**src/hw/rtl/piecewise_linear_time_profile_core_macros.svh**
```systemverilog
// Assertion macros shared by the piecewise linear time profile RTL.
`ifndef PIECEWISE_LINEAR_TIME_PROFILE_CORE_MACROS_SVH
`define PIECEWISE_LINEAR_TIME_PROFILE_CORE_MACROS_SVH

// Same-cycle implication, sampled on clk, off while rst_n is low.
`define PLTP_ASSERT_IMPL(lbl, ante, cons) \
  lbl: assert property (@(posedge clk) disable iff (!rst_n) (ante) |-> (cons)) \
    else $error("pltp assertion failed");

// Next-cycle implication, sampled on clk, off while rst_n is low.
`define PLTP_ASSERT_NEXT(lbl, ante, cons) \
  lbl: assert property (@(posedge clk) disable iff (!rst_n) (ante) |=> (cons)) \
    else $error("pltp assertion failed");

`endif

```
**src/hw/rtl/pltp_pkg.sv**
```systemverilog
// Shared types and constants of the piecewise linear time profile core.
`default_nettype none

package pltp_pkg;

  localparam int IDX_BITS  = 6;
  localparam int CFG_BITS  = 7;
  localparam int STAT_BITS = 2;
  localparam int MUL_SLICE = 16;

  localparam logic ACT_WRITE = 1'b0;
  localparam logic ACT_QUERY = 1'b1;

  localparam logic [STAT_BITS-1:0] STAT_INTERP = 2'd0;
  localparam logic [STAT_BITS-1:0] STAT_LOW    = 2'd1;
  localparam logic [STAT_BITS-1:0] STAT_HIGH   = 2'd2;
  localparam logic [STAT_BITS-1:0] STAT_NONE   = 2'd3;

  typedef struct packed {
    logic busy;
    logic done;
  } md_stat_t;

endpackage

`default_nettype wire

```
**src/hw/rtl/pltp_muldiv.sv**
```systemverilog
// Serial multiply (16-bit slices) then radix-2 restoring divide.
`default_nettype none

module pltp_muldiv #(
  parameter int AMP_BITS  = 32,
  parameter int TIME_BITS = 32
) (
  input  wire logic                  clk,
  input  wire logic                  rst_n,
  input  wire logic                  start,
  input  wire logic [AMP_BITS-1:0]   mag,
  input  wire logic [TIME_BITS-1:0]  dt,
  input  wire logic [TIME_BITS-1:0]  den,
  output pltp_pkg::md_stat_t         stat,
  output logic      [AMP_BITS-1:0]   quo
);

  localparam int SL   = pltp_pkg::MUL_SLICE;
  localparam int MC   = (TIME_BITS + SL - 1) / SL;
  localparam int DTW  = MC * SL;
  localparam int PW   = AMP_BITS + DTW;
  localparam int CMAX = (MC > AMP_BITS) ? MC : AMP_BITS;
  localparam int CW   = $clog2(CMAX + 1);

  localparam logic [1:0] P_IDLE = 2'd0;
  localparam logic [1:0] P_MUL  = 2'd1;
  localparam logic [1:0] P_LOAD = 2'd2;
  localparam logic [1:0] P_DIV  = 2'd3;

  logic [1:0]           phase_r, phase_nxt;
  logic [CW-1:0]        cnt_r, cnt_nxt;
  logic                 done_r;
  logic [AMP_BITS-1:0]  mag_r;
  logic [DTW-1:0]       dt_r;
  logic [TIME_BITS-1:0] den_r;
  logic [PW-1:0]        acc_r;
  logic [TIME_BITS:0]   rem_r;
  logic [AMP_BITS-1:0]  low_r;

  logic [SL-1:0]          chunk;
  logic [AMP_BITS+SL-1:0] prod_chunk;
  logic [PW-1:0]          acc_nxt;
  logic [TIME_BITS:0]     rem_sh;
  logic                   ge;

  assign chunk      = dt_r[DTW-1 -: SL];
  assign prod_chunk = (AMP_BITS+SL)'(mag_r) * (AMP_BITS+SL)'(chunk);
  assign acc_nxt    = (acc_r << SL) + PW'(prod_chunk);
  // remainder stays below den, so its top bit is always clear
  assign rem_sh     = {rem_r[TIME_BITS-1:0], low_r[AMP_BITS-1]};
  assign ge         = rem_sh >= {1'b0, den_r};

  always_comb begin
    phase_nxt = phase_r;
    cnt_nxt   = cnt_r;
    case (phase_r)
      P_IDLE: begin
        if (start) begin
          phase_nxt = P_MUL;
          cnt_nxt   = '0;
        end
      end
      P_MUL: begin
        cnt_nxt = cnt_r + 1'b1;
        if (cnt_r == CW'(MC - 1)) begin
          phase_nxt = P_LOAD;
        end
      end
      P_LOAD: begin
        phase_nxt = P_DIV;
        cnt_nxt   = '0;
      end
      P_DIV: begin
        cnt_nxt = cnt_r + 1'b1;
        if (cnt_r == CW'(AMP_BITS - 1)) begin
          phase_nxt = P_IDLE;
        end
      end
      default: phase_nxt = P_IDLE;
    endcase
  end

  always_ff @(posedge clk) begin
    if (!rst_n) begin
      phase_r <= P_IDLE;
      cnt_r   <= '0;
      done_r  <= 1'b0;
    end else begin
      phase_r <= phase_nxt;
      cnt_r   <= cnt_nxt;
      done_r  <= (phase_r == P_DIV) && (cnt_r == CW'(AMP_BITS - 1));
    end
  end

  always_ff @(posedge clk) begin
    case (phase_r)
      P_IDLE: begin
        if (start) begin
          mag_r <= mag;
          dt_r  <= DTW'(dt);
          den_r <= den;
          acc_r <= '0;
        end
      end
      P_MUL: begin
        acc_r <= acc_nxt;
        dt_r  <= dt_r << SL;
      end
      P_LOAD: begin
        // quotient < 2^AMP_BITS, so the high part starts below den
        rem_r <= {1'b0, acc_r[AMP_BITS+TIME_BITS-1:AMP_BITS]};
        low_r <= acc_r[AMP_BITS-1:0];
      end
      P_DIV: begin
        rem_r <= ge ? (rem_sh - {1'b0, den_r}) : rem_sh;
        low_r <= {low_r[AMP_BITS-2:0], ge};
      end
      default: ;
    endcase
  end

  assign stat.busy = (phase_r != P_IDLE);
  assign stat.done = done_r;
  assign quo       = low_r;

endmodule

`default_nettype wire
```
**config.mk**
```make
export PLATFORM = sky130hd
export DESIGN_NAME = pltp_muldiv
export DESIGN_NICKNAME = d
export VERILOG_FILES = /design/src/hw/rtl/piecewise_linear_time_profile_core_macros.svh /design/src/hw/rtl/pltp_pkg.sv /design/src/hw/rtl/pltp_muldiv.sv
export SDC_FILE = /design/constraint.sdc
export NUM_CORES = 2
export LEC_CHECK = 0
export BUFFER_PORTS_ARGS = -buffer_cell sky130_fd_sc_hd__buf_2
export CAP_MARGIN = 40
export CORE_ASPECT_RATIO = 0.9
export CORE_MARGIN = 3
export CORE_UTILIZATION = 55
export DETAILED_ROUTE_END_ITERATION = 12
export GPL_ROUTABILITY_DRIVEN = 1
export HOLD_SLACK_MARGIN = 0.06
export PLACE_DENSITY = 0.77
export RECOVER_POWER = 100
export SKIP_LAST_GASP = 1
export SLEW_MARGIN = 25
export SYNTH_ARGS = -nofsm -noshare
export SYNTH_HDL_FRONTEND = slang
export SYNTH_SLANG_ARGS = --single-unit
```
**constraint.sdc**
```tcl
create_clock -name clk -period 8.5 [get_ports clk]
set_clock_uncertainty 0.15 [all_clocks]
set_input_delay 0.425 -clock clk [delete_from_list [all_inputs] [get_ports clk]]
set_output_delay 0.425 -clock clk [all_outputs]
set_load 0.01 [all_outputs]
```
==> flow_summary.json <==
{
  "avgRoutedWirePerCell_um": 19.4,
  "cpMostUsedCell": "fa_1",
  "tns_ns": 0,
  "crit_path_end_kind": "flip-flop",
  "cts_max_level": 1,
  "synth_cells": 2938,
  "cts_buffer_depth": 3,
  "path_max_fanout": 20,
  "synthAdderAreaFrac_pct": 39.4,
  "cts_resized": 0,
  "crit_type": "reg2reg",
  "first_global_vias": 22900,
  "wirelength_um": 73700,
  "min_path_type": "in2reg",
  "hold_violations": 0,
  "avgSynthCellArea_um2": 9.67,
  "synth_top_family_by_area": "adder cells",
  "synth-warning-count": 0,
  "path_buf_inv": 5,
  "netlist_top_cells_count": "614 x inv_1, 451 x fa_1, 384 x nand2_1, 224 x edfxtp_1, 220 x and2_1",
  "synth_compound_area_share_pct": 7.43,
  "fin_crit_sh_pct": 91.5,
  "fillers": 4172,
  "crit_family": "adder cells",
  "gp_congestion": 0.933,
  "rsz0062_at_grt": "no",
  "cts_hold_buf": 97,
  "start_kind": "flip-flop",
  "cts-buffers-inserted": 27,
  "drt-vias-per-instance": 5.61,
  "syn2layout_area_growth_pct": 10.8,
  "tightest_slew_ns": 3.25,
  "max_stage_delay_ns": 0.84,
  "ios": 133,
  "synth.cell_area_um2": 28400,
  "core.rowCount": 78,
  "final_nets": 3823,
  "synth_area_leaders": "fa_1 32%, edfxtp_1 24%, inv_1 8.1%",
  "grt_pass1_wl_um": 120000,
  "violations": "max-capacitance violations, max-slew violations",
  "cts_tree": "done",
  "clock.fmax_mhz": 129,
  "synth_seq_cells": 233,
  "synth-xor-area-share_pct": 2.19,
  "die_h_um": 222,
  "clk_latency_ns": 0.58,
  "ys_async_sr_fraction_pct": 0,
  "grt_max_degree": 77,
  "route.detailed.drc": 0,
  "clkTransAtPathRegs_ns": 0.06,
  "synth_most_common_cell": "inv_1",
  "initial_utilization_pct": 56.0,
  "synthMuxAreaShare_pct": 2.06,
  "synth.top_cell.area_share_pct": 31.8,
  "die_area_um2": 54400,
  "slew_viol_final": 428,
  "crit_required_ns": 8.77,
  "r2r_slack_ns": 0.72,
  "drt_pass1_iterations": 6,
  "status": "finished, violations left",
  "synth_cell_types": 67,
  "synth_edf_count": 224,
  "fp.dieW_um": 246,
  "drt_iter0_drc": 1726,
  "relSlewSlack_pct": -116,
  "layout-drive-gt1-share_pct": 6.31,
  "dp_hpwl_um": 57200,
  "port_buffers": 132,
  "num_vias": 21300,
  "period_needed_ns": 7.78,
  "arrival_ns": 8.05,
  "cap_violations": 9,
  "synth_flop_cell": "edfxtp_1",
  "final_antenna_net_count": 0,
  "path_cells": "clkbuf_1, and2_1, fa_1, inv_1, fa_1, fa_1, inv_1, fa_1, fa_1, inv_1, fa_1, inv_1, ha_1, a21o_1, a31oi_1, and2_0, a22o_1, a211oi_2, o21ai_0, nand4_1, o211ai_2, or4_1, a21oi_1",
  "grt_use_total_pct": 27.7,
  "cts-root-buf": "clkbuf_16",
  "multiInputGateArea_um2": 18700,
  "grt_overflow": 0,
  "yosys.area.top_type": "fa_1",
  "setup_violations": 0,
  "syn_nets": 3662,
  "postCtsSetupBuffers": 0,
  "cp_slowest_cell": "edfxtp_1",
  "seq_area_um2": 6910,
  "ys_seq_area_share_pct": 24.3,
  "synthSimpleGateAreaFrac_pct": 14.7,
  "cts.sinks": 233,
  "core-area_um2": 50700,
  "antenna_found_initial": 3
}
metrics by stage:
step                instance area (um^2)  instances  util, %  setup WS, ns  hold WS (ns)
CTS                                31600       3797     62.2         0.968         0.154
global route                       31500       3802     62.0         0.370         0.191
finish                             31500       3802     62.0         0.719         0.176
global placement                   29600       3641     58.3          1.12         0.343
detailed placement                 29700       3650     58.6          1.00         0.382
floorplan                          28400       2938        -          2.05         0.330
cell type report:
class,instances,share of cell area (%)
multi-input cells,1962,59.3
flip-flops and latches,233,21.9
inverters,614,7.32
repair buffers,261,5.98
well taps,680,2.70
clock buffers,30,2.18
clock inverters,20,0.556
diodes,2,0.0159
cell families after synthesis:
family | count (synthesis)
DFF | 233
muxes | 55
adders and majority gates | 625
buffers and inverters | 743
xor gates and xnor gates | 71
AOI/OAI and AO/OA | 335
and+or+nand+nor | 876
registers in the layout (all words and copies together) (netlist names):
register	cells
phase_r	2
done_r	1
den_r	32
mag_r	32
cnt_r	6
acc_r	64
rem_r	32
dt_r	32
quo	32
per-layer routing:
metal  global-route usage (%)  vias up  part of all wire [%]  routed length [um]
met3                     4.14      215                   7.2                5340
met4                     9.83        2                   3.9                2860
met1                     37.4    10800                    40               29600
li1                         -     9454                     -                   -
met5                        0        -                 0.016                  12
met2                     45.9      875                    49               35900
final timing paths:
kind | endpoint | depth (start not counted) | from
max | acc_r[58] | 23 | dt_r[22]
min | cnt_r[0] | 4 | start
max reg2reg | acc_r[58] | 23 | dt_r[22]
min reg2reg | dt_r[19] | 1 | dt_r[3]
cell usage in the layout, fill, tap and decap left out, drive strengths merged, types with 4 or more instances in the layout:
master	n
dlygate4sd3	97
fa	451
a21oi	117
buf	117
o21a	8
nand3	27
and2	220
a211oi	10
edfxtp	224
a31oi	10
clkinv	14
nor2b	29
clkbuf	77
o21ai	73
a21o	55
xnor2	43
o21bai	13
xor2	28
a211o	4
nand2	384
nand2b	6
o31ai	8
nor3b	9
and3	7
nor3	17
nand4	17
ha	174
inv	616
o211ai	8
mux2i	27
nor2	133
or2	4
or3	11
dfxtp	9
mux2	28
worst register-to-register path: cells and delay by family (launching register included):
kind            cells  cell delay (ns)
compound gates      7             1.39
fa+ha+maj           7             3.29
buf+inv             5             0.82
flops               1             0.84
simple gates        4             1.15
Power is not shown: default switching activity piles up to over one toggle a cycle in this logic, so the estimate is an artifact.
